==> src/rtl/b64e_pkg.sv <==
// shared types, constants and the character table for the base64 stream encoder
`default_nettype none
package b64e_pkg;

  localparam int RUN_MAX = 5;
  localparam int RUN_CNT_W = 3;
  localparam int COL_W = 10;
  localparam int CFG_IDX_W = 1;
  localparam int CFG_DATA_W = 10;

  localparam logic [CFG_IDX_W-1:0] CFG_WRAP_ENABLE = 1'b0;
  localparam logic [CFG_IDX_W-1:0] CFG_LINE_LENGTH = 1'b1;

  localparam logic [COL_W-1:0] LINE_LENGTH_RESET = 10'd76;

  localparam logic [7:0] PAD_CHAR     = 8'h3D;
  localparam logic [7:0] NEWLINE_CHAR = 8'h0A;

  typedef struct packed {
    logic [7:0] data_byte;
    logic       last_byte;
  } in_item_t;

  typedef struct packed {
    logic [7:0] out_char;
    logic       last_of_run;
    logic       end_of_message;
  } out_item_t;

  typedef struct packed {
    logic [RUN_MAX-1:0][7:0] chars;
    logic [RUN_CNT_W-1:0]    count;
    logic                    eom;
  } run_t;

  typedef struct packed {
    logic [15:0]      pending_bytes;
    logic [1:0]       group_fill;
    logic [COL_W-1:0] line_column;
  } enc_state_t;

  // standard alphabet lookup
  function automatic logic [7:0] b64_char(input logic [5:0] v);
    logic [7:0] c;
    if (v < 6'd26) begin
      c = 8'h41 + {2'b00, v};
    end else if (v < 6'd52) begin
      c = 8'h61 + {2'b00, v} - 8'd26;
    end else if (v < 6'd62) begin
      c = 8'h30 + {2'b00, v} - 8'd52;
    end else if (v == 6'd62) begin
      c = 8'h2B;
    end else begin
      c = 8'h2F;
    end
    return c;
  endfunction

endpackage
`default_nettype wire

==> src/rtl/b64e_quad_enc.sv <==
// combinational group encoder: byte collection, quad build, pad and line wrap
`default_nettype none
module b64e_quad_enc (
  input  b64e_pkg::in_item_t              item,
  input  b64e_pkg::enc_state_t            cur,
  input  logic                            wrap_enable,
  input  logic [b64e_pkg::COL_W-1:0]      line_length,
  output logic                            emit,
  output b64e_pkg::run_t                  run,
  output b64e_pkg::enc_state_t            nxt
);
  import b64e_pkg::*;

  logic [1:0]       fill;
  logic [7:0]       b0;
  logic [7:0]       b1;
  logic [7:0]       b2;
  logic [COL_W:0]   col_sum;
  logic             brk;

  always_comb begin
    fill = (cur.group_fill == 2'd3) ? 2'd2 : cur.group_fill;
    emit = (fill == 2'd2) || item.last_byte;

    b0 = (fill == 2'd0) ? item.data_byte : cur.pending_bytes[15:8];
    b1 = (fill == 2'd1) ? item.data_byte : cur.pending_bytes[7:0];
    b2 = item.data_byte;
    if (fill == 2'd0) b1 = 8'h00;
    if (fill != 2'd2) b2 = 8'h00;

    col_sum = {1'b0, cur.line_column} + (COL_W+1)'(4);
    brk     = wrap_enable && (col_sum >= {1'b0, line_length});

    run.chars[0] = b64_char(b0[7:2]);
    run.chars[1] = b64_char({b0[1:0], b1[7:4]});
    run.chars[2] = (fill != 2'd0) ? b64_char({b1[3:0], b2[7:6]}) : PAD_CHAR;
    run.chars[3] = (fill == 2'd2) ? b64_char(b2[5:0]) : PAD_CHAR;
    run.chars[4] = NEWLINE_CHAR;
    run.count    = brk ? RUN_CNT_W'(5) : RUN_CNT_W'(4);
    run.eom      = item.last_byte;

    nxt = cur;
    if (!emit) begin
      nxt.group_fill = fill + 2'd1;
      if (fill == 2'd0) begin
        nxt.pending_bytes = {item.data_byte, 8'h00};
      end else begin
        nxt.pending_bytes = {cur.pending_bytes[15:8], item.data_byte};
      end
    end else begin
      nxt.pending_bytes = 16'h0000;
      nxt.group_fill    = 2'd0;
      if (!wrap_enable || brk || item.last_byte) begin
        nxt.line_column = '0;
      end else begin
        nxt.line_column = col_sum[COL_W-1:0];
      end
    end
  end

endmodule
`default_nettype wire

==> src/rtl/b64e_char_ser.sv <==
// run register that hands out one character per transaction
`default_nettype none
module b64e_char_ser (
  input  logic                 clk,
  input  logic                 rst,
  input  logic                 load,
  input  b64e_pkg::run_t       run,
  output logic                 free,
  output logic                 out_valid,
  input  logic                 out_ready,
  output b64e_pkg::out_item_t  out_data
);
  import b64e_pkg::*;

  logic                      run_valid;
  logic [RUN_MAX-1:0][7:0]   chars;
  logic [RUN_CNT_W-1:0]      remain;
  logic                      eom;
  logic                      fire;
  logic                      at_last;

  assign at_last   = (remain == RUN_CNT_W'(1));
  assign fire      = run_valid && out_ready;
  assign free      = !run_valid || (fire && at_last);
  assign out_valid = run_valid;

  assign out_data.out_char       = chars[0];
  assign out_data.last_of_run    = at_last;
  assign out_data.end_of_message = at_last && eom;

  always_ff @(posedge clk) begin
    if (rst) begin
      run_valid <= 1'b0;
      remain    <= '0;
    end else if (load) begin
      run_valid <= 1'b1;
      remain    <= run.count;
    end else if (fire) begin
      run_valid <= !at_last;
      remain    <= remain - RUN_CNT_W'(1);
    end
  end

  always_ff @(posedge clk) begin
    if (load) begin
      chars <= run.chars;
      eom   <= run.eom;
    end else if (fire) begin
      chars <= {8'h00, chars[RUN_MAX-1:1]};
    end
  end

endmodule
`default_nettype wire

==> src/rtl/base64_stream_encoder_unit.sv <==
// top level of the base64 stream encoder with optional line wrapping
// a group-completing byte shows its first character in the cycle after its transaction
// a byte that only fills the group is taken even while a run drains; a group gives 4 characters, 5 with newline
// the sustained rate is set by the single-character output port of the run register
// reset: synchronous active-high rst clears group state, wrap off, line length 76
`default_nettype none
module base64_stream_encoder_unit (
  input  logic                                  clk,
  input  logic                                  rst,
  input  logic                                  in_valid,
  output logic                                  in_ready,
  input  b64e_pkg::in_item_t                    in_data,
  output logic                                  out_valid,
  input  logic                                  out_ready,
  output b64e_pkg::out_item_t                   out_data,
  input  logic                                  cfg_valid,
  output logic                                  cfg_ready,
  input  logic [b64e_pkg::CFG_IDX_W-1:0]        cfg_index,
  input  logic [b64e_pkg::CFG_DATA_W-1:0]       cfg_data
);
  import b64e_pkg::*;

  // configuration registers
  logic             wrap_enable;
  logic [COL_W-1:0] line_length;

  // group and line state
  enc_state_t state;
  enc_state_t state_next;

  logic  emit;
  run_t  run;
  logic  ser_free;
  logic  in_fire;

  // config writes are always accepted
  assign cfg_ready = 1'b1;

  always_ff @(posedge clk) begin
    if (rst) begin
      wrap_enable <= 1'b0;
      line_length <= LINE_LENGTH_RESET;
    end else if (cfg_valid) begin
      case (cfg_index)
        CFG_WRAP_ENABLE: wrap_enable <= cfg_data[0];
        CFG_LINE_LENGTH: line_length <= cfg_data[COL_W-1:0];
        default: ;
      endcase
    end
  end

  b64e_quad_enc u_enc (
    .item        (in_data),
    .cur         (state),
    .wrap_enable (wrap_enable),
    .line_length (line_length),
    .emit        (emit),
    .run         (run),
    .nxt         (state_next)
  );

  // a byte that only fills the group needs no output slot, so it never waits
  assign in_ready = ser_free || !emit;
  assign in_fire  = in_valid && in_ready;

  always_ff @(posedge clk) begin
    if (rst) begin
      state <= '0;
    end else if (in_fire) begin
      state <= state_next;
    end
  end

  // run register drains one character per output transaction
  b64e_char_ser u_ser (
    .clk       (clk),
    .rst       (rst),
    .load      (in_fire && emit),
    .run       (run),
    .free      (ser_free),
    .out_valid (out_valid),
    .out_ready (out_ready),
    .out_data  (out_data)
  );

endmodule
`default_nettype wire

==> config.mk <==
export PLATFORM = sky130hd
export DESIGN_NAME = base64_stream_encoder_unit
export DESIGN_NICKNAME = d
export VERILOG_FILES = /design/src/rtl/b64e_pkg.sv /design/src/rtl/b64e_quad_enc.sv /design/src/rtl/b64e_char_ser.sv /design/src/rtl/base64_stream_encoder_unit.sv
export SDC_FILE = /design/constraint.sdc
export NUM_CORES = 1
export LEC_CHECK = 0
export CORE_ASPECT_RATIO = 1.2
export CORE_MARGIN = 8
export CORE_UTILIZATION = 65
export CTS_CLUSTER_DIAMETER = 80
export CTS_CLUSTER_SIZE = 20
export DETAILED_ROUTE_END_ITERATION = 12
export DONT_BUFFER_PORTS = 1
export GPL_ROUTABILITY_DRIVEN = 0
export GPL_TIMING_DRIVEN = 0
export PLACE_DENSITY = 0.81
export SETUP_SLACK_MARGIN = 0.1
export SYNTH_ARGS = -nofsm -noshare
export SYNTH_HDL_FRONTEND = slang
export SYNTH_SLANG_ARGS = --single-unit
==> constraint.sdc <==
create_clock -name clk -period 5.7 [get_ports clk]
set_clock_uncertainty 0.15 [all_clocks]
set_input_delay 1.14 -clock clk [delete_from_list [all_inputs] [get_ports clk]]
set_output_delay 1.14 -clock clk [all_outputs]
set_load 0.02 [all_outputs]
* Word level (Yosys, flattened, before mapping) *
Cells that the tools add are included.

operators by class
  bitwise operators = 1
  mux-type cells = 33
  reduce and logical (&&, ||, !) cells = 23
  add/subtract/negate cells = 23
  $lt $le $gt $ge = 13
  equality and inequality tests = 9

operators by type and width
  kind                                                 number
  two-way mux 8 bit                                    18
  adder 7 x 6 -> 8 bit (first input constant)          8
  two-way mux 32 bit                                   2
  < comparator 6 bit (second input constant)           8
  subtractor 8 x 5 -> 8 bit (second input constant)    4
  subtractor 8 x 6 -> 8 bit (second input constant)    4
  adder 6 x 6 -> 7 bit (first input constant)          4
  == test 6 bit (second input constant)                4
  < comparator 6 x 5 -> 1 bit (second input constant)  4
  two-way mux 18 bit                                   1
  two-way mux 3 bit                                    6
  two-way mux 16 bit                                   1
  adder 10 x 3 -> 11 bit (second input constant)       1
  >= comparator 11 x 10 -> 1 bit                       1
  two-way mux 10 bit                                   1
  AND reduction 2 bit                                  4
  logical AND 1 bit                                    6
  nonzero test 2 bit                                   3
  logical OR 1 bit                                     5
  == test 2 bit (second input constant)                2
  zero test 1 bit                                      4
  == test 3 x 1 -> 1 bit (second input constant)       1
  two-way mux 1 bit                                    3
  subtractor 3 x 1 -> 3 bit (second input constant)    1
  6 further kinds                                      6

word-level totals
  word-level logic and storage cells = 116
  output and inout port bits = 13
  flip-flop bits (word level) = 78
  input port bits = 25

* Logic depth before layout (Yosys ltp) *
Gate-level depths: netlist of run 1.

  word-level depth = 12
  mapped depth = 15
  mapped depth without buffers = 11

* Cells and area by module *
A second synthesis of run 1 with hierarchy kept.

unflattened totals
  cells, all modules = 699
  area, all modules = 6363.6 um^2

modules (own cells, without submodules)
  module                      sequential area each (um^2)  times used  area each (um^2)  cells each
  b64e_quad_enc               0.0                          1           2667.6            398
  b64e_char_ser               1311.3                       1           1976.9            121
  base64_stream_encoder_unit  780.7                        1           1719.1            180

* Worst setup path before layout of run 1 *
OpenSTA, ideal clock, no wires.

  kind = input to register
  from = input in_data[1] (netlist bit)
  to = register u_ser.chars[19] (netlist bit), data pin
  buffers on the path = 2
  cell stages on the path = 11
  data required time = 5.286 ns
  library setup time = 0.264 ns
  arrival time = 3.322 ns
  setup slack = 1.964 ns
  cell sequence = clkbuf_1 > and3b_1 > a21oi_1 > inv_1 > ha_1 > a31o_1 > a222oi_1 > buf_2 > o211ai_1 > a221oi_2 > o21ai_1

on the way
  word-level cells in the longest chain between the ends = 9
  elaborated cells between the ends (all ways) = 15
  classes of those cells = 5 x add/sub; 3 x order compare; 7 x mux

RTL lines
  item                       line                              text
  start, declared            base64_stream_encoder_unit.sv:12  input b64e_pkg::in_item_t in_data,
  two-way mux 8 bit *        b64e_quad_enc.sv:26               b1 = (fill == 2'd1) ? item.data_byte : cur.pending_bytes[7:0];
  two-way mux 8 bit *        b64e_quad_enc.sv:28               if (fill == 2'd0) b1 = 8'h00;
  adder 6 x 6 -> 7 bit       b64e_pkg.sv:50                    c = 8'h30 + {2'b00, v} - 8'd52;
  subtractor 8 x 6 -> 8 bit  b64e_pkg.sv:50
  two-way mux 8 bit          b64e_pkg.sv:49                    end else if (v < 6'd62) begin
  two-way mux 8 bit          b64e_pkg.sv:47                    end else if (v < 6'd52) begin
  two-way mux 8 bit *        b64e_pkg.sv:45                    if (v < 6'd26) begin
  two-way mux 8 bit *        b64e_quad_enc.sv:36               run.chars[2] = (fill != 2'd0) ? b64_char({b1[3:0], b2[7:6]}) : PAD_CHAR;
  two-way mux 32 bit *       b64e_char_ser.sv:45               if (load) begin
  end signal, assigned       b64e_char_ser.sv:46               chars <= run.chars;
  end signal, assigned       b64e_char_ser.sv:49               chars <= {8'h00, chars[RUN_MAX-1:1]};
  end, declared              b64e_char_ser.sv:16               logic [RUN_MAX-1:0][7:0] chars;

Mark *: on every way between the ends. The rest lies on a longest branch, timed or not.
A chain may end at the register's enable or synchronous reset.

* Worst setup path after layout of run 1 *
Ends and elaborated chain as after synthesis.

==> results of run 1 <==
==> through the flow <==
stage               util [%]  setup WS, ps  hold slack (ps)  cells  power (mW)
global placement        68.4          1530              291    802       0.872
finish                  70.9          1760              310    818        1.30
detailed placement      68.4          1460              302    802       0.882
floorplan                  -          1960              282    685       0.821
CTS                     70.9          1860              312    818        1.30
global route            70.9          1640              333    818        1.36
==> routing by layer <==
layer	track usage [%]	routed length, um	vias to the layer above
li1	-	-	2472
met1	29.3	5800	2446
met2	41.5	7140	286
met3	4.93	1280	46
met4	10.8	459	0
met5	0	0	-
==> flip-flops by register name, indices dropped and copies added (netlist names) <==
name / flops
state: 26
u_ser.chars: 25
line_length: 10
u_ser.out_data: 8
u_ser.remain: 3
u_ser.eom: 1
u_ser.out_valid: 1
wrap_enable: 1
==> logic make-up (layout without fill, tap and decap cells) <==
| logic type | after synthesis | after routing | synth area share (%) |
|---|---|---|---|
| simple gates | 241 | 241 | 20.9 |
| buf+inv | 93 | 109 | 7.25 |
| compound gates | 192 | 192 | 23.0 |
| fa+ha+maj | 48 | 48 | 10.5 |
| xor+xnor | 23 | 23 | 3.53 |
| flops | 75 | 75 | 32.1 |
| mux | 12 | 12 | 2.63 |
| other cells | 1 | 1 | 0.0657 |
==> area by class of cell <==
| class | instances | area (um^2) | share of cell area [%] |
|---|---|---|---|
| Sequential cell | 75 | 1830 | 30.2 |
| Buffer | 49 | 249 | 4.10 |
| Tap cell | 117 | 146 | 2.41 |
| Multi-Input combinational cell | 517 | 3460 | 57.1 |
| Clock buffer | 11 | 174 | 2.87 |
| Inverter | 44 | 165 | 2.72 |
| Clock inverter | 5 | 38.8 | 0.639 |
==> power groups by stage <==
stage	Sequential [mW]	Combinational [mW]	Clock, mW
detailed placement	0.629	0.253	0
global route	0.620	0.283	0.453
CTS	0.617	0.254	0.432
global placement	0.628	0.244	0
floorplan	0.623	0.197	0
finish	0.617	0.258	0.429
==> critical path, delay by kind of cell <==
family / cells / cell delay [ps]
AND/OR/NAND/NOR: 1 / 240
AO/OA/AOI/OAI: 6 / 1600
adder cells (fa/ha/maj): 1 / 250
buffers and inverters: 3 / 640
==> Yosys cell counts (10+ instances only) <==
cell | n | area share, %
sky130_fd_sc_hd__inv_1 | 40 | 2.6
sky130_fd_sc_hd__nor2_1 | 44 | 2.9
sky130_fd_sc_hd__o21ai_0 | 38 | 3.3
sky130_fd_sc_hd__xnor2_1 | 17 | 2.6
sky130_fd_sc_hd__nor3_1 | 10 | 0.88
sky130_fd_sc_hd__ha_1 | 48 | 11
sky130_fd_sc_hd__a22oi_1 | 11 | 1.4
sky130_fd_sc_hd__buf_4 | 11 | 1.4
sky130_fd_sc_hd__nand2b_1 | 10 | 1.1
sky130_fd_sc_hd__a31oi_1 | 16 | 1.8
sky130_fd_sc_hd__nand3_1 | 20 | 1.8
sky130_fd_sc_hd__clkbuf_1 | 27 | 1.8
sky130_fd_sc_hd__dfxtp_1 | 42 | 15
sky130_fd_sc_hd__nor2b_1 | 16 | 1.8
sky130_fd_sc_hd__edfxtp_1 | 33 | 17
sky130_fd_sc_hd__a21oi_1 | 42 | 3.7
sky130_fd_sc_hd__nand2_1 | 93 | 6.1
sky130_fd_sc_hd__a211oi_1 | 10 | 1.3
==> worst min-delay path by stage <==
stage,end,cells after the start
3_5_place_dp,line_length[1],2
4_1_cts,line_length[1],2
2_1_floorplan,line_length[1],2
6_report,line_length[9],2
3_3_place_gp,line_length[1],2
5_1_grt,line_length[1],2
==> run summary, run 1 <==
worst slew slack as a fraction of its limit: 16.1%
net switching power: 0.397 mW
filler cell count in the final layout: 714
Core ar.: 0.00856 mm^2
starting density of the core: 66.7%
path type of the worst min-delay path: register to register
first drt pass iteration count: 5
Site Rows: 37
largest net degree at the start of global routing: 33
TritonCTS clock tree: yes
global-route wire length before repair: 24.1 mm
measured slew at the worst slew-check pin: 1260 ps
launching element of the worst setup path: in_data[1]
area post-placement: 0.00586 mm^2
crit path time final: 3940 ps
Synth Cell Area: 0.00571 mm^2
sequential share of the synthesized area: 32.1%
Final HPWL DP: 11.2 mm
crit start category: input port
average footprint of a synthesized cell: 8.33 um^2
result of the run: finished, final reports clean
FFs w/ async S/R, synth: 0%
clock buffer depth: 2
dominant register cell in the synthesized netlist: sky130_fd_sc_hd__dfxtp_1
Fmax achieved: 254 MHz
post-synthesis cell count: 685
cell area power density: 215 mW/mm^2
most common cell after layout, fill and taps aside: sky130_fd_sc_hd__nand2_1
largest incremental delay on the critical path: 450 ps
fraction of layout cells with a size suffix above 1: 7.99%
portion of total power attributed to sequential cells: 47.3%
reg2reg path depth: 15
Yosys warning total: 0
total nets after synthesis: 758
area growth from synthesis to final layout: 6.29%
number of placed I/O pins: 38
unrepaired setup endpoints after global routing: no
drc violations: 0
summed area of non-filler cells in the final layout: 0.00607 mm^2
static leakage: 2.55 nW
required time at the worst-slack endpoint: 5650 ps
buffer cell driving the clock tree root: sky130_fd_sc_hd__clkbuf_8
width of the die: 102 um
clock-pin slew on the worst setup and hold paths: 80 ps
share of total power consumed by net switching: 30.4%
number of inserted diodes: 0
maximum vdd ir drop: 130 uV
Post-CTS Hold Fix Bufs: 0
fin nets: 769
cell-by-cell listing of the critical path: clkbuf_1 -> and3b_1 -> a21oi_1 -> inv_1 -> ha_1 -> a31o_1 -> a222oi_1 -> buf_2 -> o211ai_1 -> a221oi_2 -> o21ai_1
number of global-route vias before repair: 5103
number of vias per cell after detailed routing: 6.42
internal power consumption: 0.907 mW
total number of H-tree levels: 3
wire length reported by the detailed router: 14.7 mm
GRT Total Usage: 24.7%
leftover overflow at the end of global routing: 0
total count of max-transition violations in the final report: 0
synthesis-stage register bit count: 75
total number of vias: 5250
clock share of power: 32.9%
beginning of the worst register-to-register path: state[11]
r2r endpoint: u_ser.chars[26]
latest clock arrival within the worst-skew pair: 370 ps
Final period util: 69.1%
Critical Path End: u_ser.chars[19]
final setup violating endpoints: 0
count of routing violations after the opening detailed-route iteration: 479
number of buffer cells added on primary ports: 0
number of CTS-inserted buffers: 9
vertical extent of the die: 119 um
startpoint of the tightest hold check path: line_length[9]
final number of hold-violating endpoints: 0
Worst Path Arrival: 3890 ps
die outline area: 0.0121 mm^2
worst-case register-to-register setup slack: 2000 ps
# clock sinks: 75
number of enable-type register cells in the synthesized netlist: 33
master of the slowest instance on the critical path: sky130_fd_sc_hd__a222oi_1
critical path type: input port to register
initial antenna violation count: 0
count of unique library cells instantiated by Yosys: 78
endpoint kind of the worst setup timing path: register
highest-count cells in the layout ignoring fill and taps: 93 x sky130_fd_sc_hd__nand2_1, 48 x sky130_fd_sc_hd__ha_1, 44 x sky130_fd_sc_hd__nor2_1, 42 x sky130_fd_sc_hd__a21oi_1, 42 x sky130_fd_sc_hd__dfxtp_1
antenna-violating nets left: 0
Post-CTS Setup Repair Bufs: 0
wire length per cell after detailed routing: 17.9 um
Comb pwr share: 19.8%
Setup TNS Final: 0 ps
highest fanout seen on the critical path: 10
count of cells resized by post-cts repair: 0
max-capacitance violation count: 0
Note: power is estimated with default switching activity, not from simulation.
==> run 2, diff against run 1 <==
- clock period: 5.7 -> 3.95 ns (I/O delays scaled with it)
==> run summary, run 2 (same netlist as run 1, synthesis figures left out) <==
number of vias per cell after detailed routing: 6.39 (-0.42%)
number of buffer cells added on primary ports: 0 (unchanged)
Core ar.: 0.00856 mm^2 (unchanged)
antenna-violating nets left: 0 (unchanged)
Final HPWL DP: 11.2 mm (unchanged)
static leakage: 2.55 nW (+0.14%)
leftover overflow at the end of global routing: 0 (unchanged)
total count of max-transition violations in the final report: 0 (unchanged)
number of placed I/O pins: 38 (unchanged)
required time at the worst-slack endpoint: 3900 ps (-1750 ps)
final non-filler cell total: 818 (unchanged)
maximum vdd ir drop: 188 uV (+44%)
path type of the worst min-delay path: register to register
crit path time final: 3660 ps
filler cell count in the final layout: 713 (-0.14%)
placed cell count: 802 (unchanged)
final core utilization: 70.9% (about the same)
area growth from synthesis to final layout: 6.31% (about the same)
Site Rows: 37 (unchanged)
max reg flops: 26 (unchanged)
Fmax achieved: 273 MHz
most common cell after layout, fill and taps aside: sky130_fd_sc_hd__nand2_1
cell area power density: 309 mW/mm^2 (+44%)
highest fanout seen on the critical path: 10 (unchanged)
largest incremental delay on the critical path: 460 ps (about the same)
Worst Path Arrival: 3610 ps (-280 ps)
final setup violating endpoints: 0 (unchanged)
overall power consumption: 1.88 mW (+44%)
number of CTS-inserted buffers: 9 (unchanged)
starting density of the core: 66.7% (unchanged)
Setup TNS Final: 0 ps (unchanged)
wire length per cell after detailed routing: 18.0 um (+0.16%)
drc violations: 0 (unchanged)
fraction of layout cells with a size suffix above 1: 8.13% (+0.14 points)
clock buffer depth: 2 (unchanged)
Final period util: 92.6%
fin nets: 769 (unchanged)
result of the run: finished, final reports clean
Post-CTS Setup Repair Bufs: 0 (unchanged)
crit start category: register
largest registers: state (26), u_ser.chars (25), line_length (10)
wire length reported by the detailed router: 14.7 mm (+0.16%)
global-route wire length before repair: 24.1 mm (unchanged)
master of the slowest instance on the critical path: sky130_fd_sc_hd__a222oi_1
critical path type: register to register
max-capacitance violation count: 0 (unchanged)
number of global-route vias before repair: 5103 (unchanged)
vertical extent of the die: 119 um (unchanged)
cell-by-cell listing of the critical path: buf_6 -> buf_2 -> and3b_1 -> a21oi_1 -> inv_1 -> ha_1 -> a31o_1 -> a222oi_1 -> buf_2 -> o211ai_1 -> a221oi_2 -> o21ai_1
die outline area: 0.0121 mm^2 (unchanged)
first drt pass iteration count: 7 (+2)
clock-pin slew on the worst setup and hold paths: 80 ps (about the same)
# clock sinks: 75 (unchanged)
buffer cell driving the clock tree root: sky130_fd_sc_hd__clkbuf_8
unrepaired setup endpoints after global routing: no
worst slew slack as a fraction of its limit: 17.0% (+0.93 points)
number of inserted diodes: 0 (unchanged)
total number of H-tree levels: 3 (unchanged)
total number of vias: 5228 (-0.42%)
count of routing violations after the opening detailed-route iteration: 480 (+0.21%)
latest clock arrival within the worst-skew pair: 370 ps (about the same)
most flop-heavy register: state
measured slew at the worst slew-check pin: 1240 ps (-13.9 ps)
TritonCTS clock tree: yes
tightest hold margin: 310 ps (-0.0880 ps)
critical path's most frequent cell: sky130_fd_sc_hd__buf_2
final number of hold-violating endpoints: 0 (unchanged)
width of the die: 102 um (unchanged)
initial antenna violation count: 0 (unchanged)
endpoint kind of the worst setup timing path: register
GRT Total Usage: 24.7% (unchanged)
highest-count cells in the layout ignoring fill and taps: 93 x sky130_fd_sc_hd__nand2_1, 48 x sky130_fd_sc_hd__ha_1, 44 x sky130_fd_sc_hd__nor2_1, 42 x sky130_fd_sc_hd__a21oi_1, 42 x sky130_fd_sc_hd__dfxtp_1
largest net degree at the start of global routing: 33 (unchanged)
[run 2: layer usage]
metal	global-route usage [%]	wire length, um	up-vias
met5	0	0	-
met4	10.8	417	0
met3	4.93	1260	40
met2	41.5	7190	268
met1	29.3	5830	2446
li1	-	-	2474
[run 2: layout make-up]
| type | count | area [um^2] | share of cell area, % |
|---|---|---|---|
| Sequential cell | 75 | 1830 | 30.2 |
| Clock inverter | 5 | 38.8 | 0.639 |
| Inverter | 44 | 165 | 2.72 |
| Clock buffer | 11 | 174 | 2.87 |
| Tap cell | 117 | 146 | 2.41 |
| Multi-Input combinational cell | 517 | 3460 | 57.1 |
| Buffer | 49 | 250 | 4.12 |
[run 2: power by group]
group	internal, mW	leakage [nW]	total (mW)	switching, mW
logic	0.133	1.79	0.373	0.240
clock network	0.310	0.111	0.615	0.306
registers	0.866	0.654	0.890	0.0236
total	1.31	2.55	1.88	0.569
[run 2: path summary, 6_finish.rpt]
check	slack [ps]	depth (start not counted)	endpoint	startpoint
worst min-delay path	310	2	line_length[9]	line_length[9]
worst max register to register	290	12	u_ser.chars[19]	state[11]
worst min register to register	310	2	line_length[9]	line_length[9]
worst max-delay path	290	12	u_ser.chars[19]	state[11]
[run 2: per-stage QoR]
stage               setup WS [ps]  instance area [um^2]
floorplan                     564                  5710
global placement              133                  5860
detailed placement           63.5                  5860
CTS                           315                  6070
global route                  149                  6070
finish                        292                  6070
[run 2: critical path, delay by kind of cell, from the launching register on]
family          cells  cell delay [ps]
fa+ha+maj           1              250
buf+inv             4              860
simple gates        1              200
flops               1              330
compound gates      6             1610
[run 2: repair_timing]
action,4_1_cts,5_1_grt
resized for setup,0,1
endpoints found under the setup margin,0,2
hold buffers,0,0
==> run 3, diff against run 2 <==
- BUFFER_PORTS_ARGS: default -> -buffer_cell sky130_fd_sc_hd__buf_2
- CORE_UTILIZATION: 65 -> 62
- DONT_BUFFER_PORTS: 1 -> default
==> run summary, run 3 (same netlist as run 1, synthesis figures left out) <==
placed cell count: 837 (+4.4%)
cell-by-cell listing of the critical path: buf_2 -> clkbuf_1 -> and3b_1 -> a21oi_2 -> inv_1 -> ha_1 -> a31o_1 -> a222oi_1 -> buf_2 -> o211ai_1 -> a221oi_2 -> o21ai_1
total count of max-transition violations in the final report: 0 (unchanged)
Fmax achieved: 276 MHz (+0.90%)
Site Rows: 38 (+2.7%)
largest registers: state (26), u_ser.chars (25), line_length (10)
highest-count cells in the layout ignoring fill and taps: 93 x sky130_fd_sc_hd__nand2_1, 48 x sky130_fd_sc_hd__ha_1, 44 x sky130_fd_sc_hd__nor2_1, 42 x sky130_fd_sc_hd__dfxtp_1, 41 x sky130_fd_sc_hd__a21oi_1
final setup violating endpoints: 0 (unchanged)
fin nets: 801 (+4.2%)
Post-CTS Setup Repair Bufs: 0 (unchanged)
fraction of layout cells with a size suffix above 1: 11.9% (+3.7 points)
area growth from synthesis to final layout: 8.70%
highest fanout seen on the critical path: 10 (unchanged)
worst slew slack as a fraction of its limit: 14.7% (-2.3 points)
unrepaired setup endpoints after global routing: yes
number of placed I/O pins: 38 (unchanged)
Setup TNS Final: 0 ps (unchanged)
final non-filler cell total: 853 (+4.3%)
tightest hold margin: 309 ps (-1.45 ps)
buffer cell driving the clock tree root: sky130_fd_sc_hd__clkbuf_8
required time at the worst-slack endpoint: 3920 ps (+20 ps)
GRT Total Usage: 24.4% (-0.24 points)
final core utilization: 69.1% (-1.8 points)
crit start category: input port
number of CTS-inserted buffers: 9 (unchanged)
most flop-heavy register: state
clock buffer depth: 2 (unchanged)
cell area power density: 299 mW/mm^2 (-3.4%)
Core ar.: 0.00899 mm^2 (+4.9%)
number of vias per cell after detailed routing: 6.21 (-2.8%)
beginning of the worst register-to-register path: state[11]
number of inserted diodes: 0 (unchanged)
vertical extent of the die: 121 um (+2.1%)
Final HPWL DP: 11.5 mm (+2.3%)
worst-case register-to-register setup slack: 390 ps (+100 ps)
r2r endpoint: u_ser.chars[19]
Final period util: 91.8% (-0.83 points)
largest incremental delay on the critical path: 480 ps (+20 ps)
max-capacitance violation count: 0 (unchanged)
global-route wire length before repair: 24.9 mm (+3.5%)
number of buffer cells added on primary ports: 32 (+32)
master of the slowest instance on the critical path: sky130_fd_sc_hd__a222oi_1
clock-pin slew on the worst setup and hold paths: 80 ps (about the same)
critical path type: input port to register
CP top delay family: compound AO/OA/AOI/OAI gates
die outline area: 0.0125 mm^2 (+4.1%)
wire length on met1: 6.00 mm (+2.9%)
count of routing violations after the opening detailed-route iteration: 492 (+2.5%)
path type of the worst min-delay path: register to register
max reg flops: 26 (unchanged)
drc violations: 0 (unchanged)
starting density of the core: 63.5% (-3.1 points)
Worst Path Arrival: 3600 ps (about the same)
critical path's most frequent cell: sky130_fd_sc_hd__buf_2
number of global-route vias before repair: 5120 (+0.33%)
initial antenna violation count: 0 (unchanged)
static leakage: 2.66 nW (+4.2%)
maximum vdd ir drop: 163 uV (-13%)
antenna-violating nets left: 0 (unchanged)
# clock sinks: 75 (unchanged)
startpoint of the tightest hold check path: line_length[1]
reg2reg path depth: 12 (unchanged)
measured slew at the worst slew-check pin: 1280 ps (+35.0 ps)
total length of routed met3 wires: 927 um (-27%)
endpoint kind of the worst setup timing path: register
filler cell count in the final layout: 725 (+1.7%)
total number of vias: 5298 (+1.3%)
latest clock arrival within the worst-skew pair: 380 ps (about the same)
wire length reported by the detailed router: 15.4 mm (+4.6%)
buffers plus inverters on the worst setup path: 4 (unchanged)
depth of the worst hold-timing path: 2 (unchanged)
leftover overflow at the end of global routing: 0 (unchanged)
most common cell after layout, fill and taps aside: sky130_fd_sc_hd__nand2_1
sum of met2 wire segment lengths after detailed routing: 7.74 mm (+7.7%)
largest net degree at the start of global routing: 33 (unchanged)
result of the run: finished, final reports clean
TritonCTS clock tree: yes
WHS Endpoint: line_length[1]
crit path time final: 3620 ps (-32.8 ps)
summed area of non-filler cells in the final layout: 0.00621 mm^2 (+2.2%)
width of the die: 104 um (+2.0%)
first drt pass iteration count: 5 (-2)
wire length per cell after detailed routing: 18.0 um (+0.32%)
final number of hold-violating endpoints: 0 (unchanged)
logic depth of the worst path, buffers included: 12 (unchanged)
area post-placement: 0.00602 mm^2 (+2.8%)
total number of H-tree levels: 3 (unchanged)
top routing layer used: met4
-- run 3: worst max path at each step --
stage | slack, ps | end | startpoint
finish | 330 | u_ser.chars[19] | in_data[1]
global route | 80 | u_ser.chars[19] | in_data[1]
CTS | 270 | u_ser.chars[19] | in_data[1]
detailed placement | -100 | u_ser.chars[19] | in_data[1]
global placement | -20 | u_ser.chars[19] | in_data[1]
floorplan | 560 | u_ser.chars[19] | in_data[1]
-- run 3: where the power goes --
part / internal, mW / switching, mW
clock network: 0.265 / 0.305
registers: 0.866 / 0.0209
logic: 0.146 / 0.252
-- run 3: per-stage QoR --
stage	power, mW	setup WS, ps
global route	1.93	78.2
detailed placement	1.29	-104
CTS	1.85	269
floorplan	1.18	564
finish	1.85	325
global placement	1.28	-20.7
-- run 3: repair_timing --
| item | CTS | global route |
|---|---|---|
| endpoints found under the setup margin | 0 | 7 |
| resized for setup | 0 | 2 |
| hold buffers | 0 | 0 |
-- run 3: tightest hold or removal path, stage by stage, from the launching register on --
cell,delay [ps]
sky130_fd_sc_hd__dfxtp_1,310
sky130_fd_sc_hd__nand2_1,50
sky130_fd_sc_hd__a21oi_1,50
-- run 3: layer usage --
layer | vias to the layer above | global-route usage, %
met2 | 239 | 42.7
met1 | 2464 | 25.8
met3 | 61 | 5.58
li1 | 2534 | -
met4 | 0 | 17.0
met5 | - | 0
-- run 3: layout make-up --
type,instances,area (um^2),area share (%)
multi-input cells,517,3470,55.9
flip-flops and latches,75,1830,29.5
plain buffers,49,250,4.03
inverters,44,165,2.66
repair buffers,32,160,2.58
clock buffers,12,156,2.52
well taps,120,150,2.42
clock inverters,4,25.0,0.403
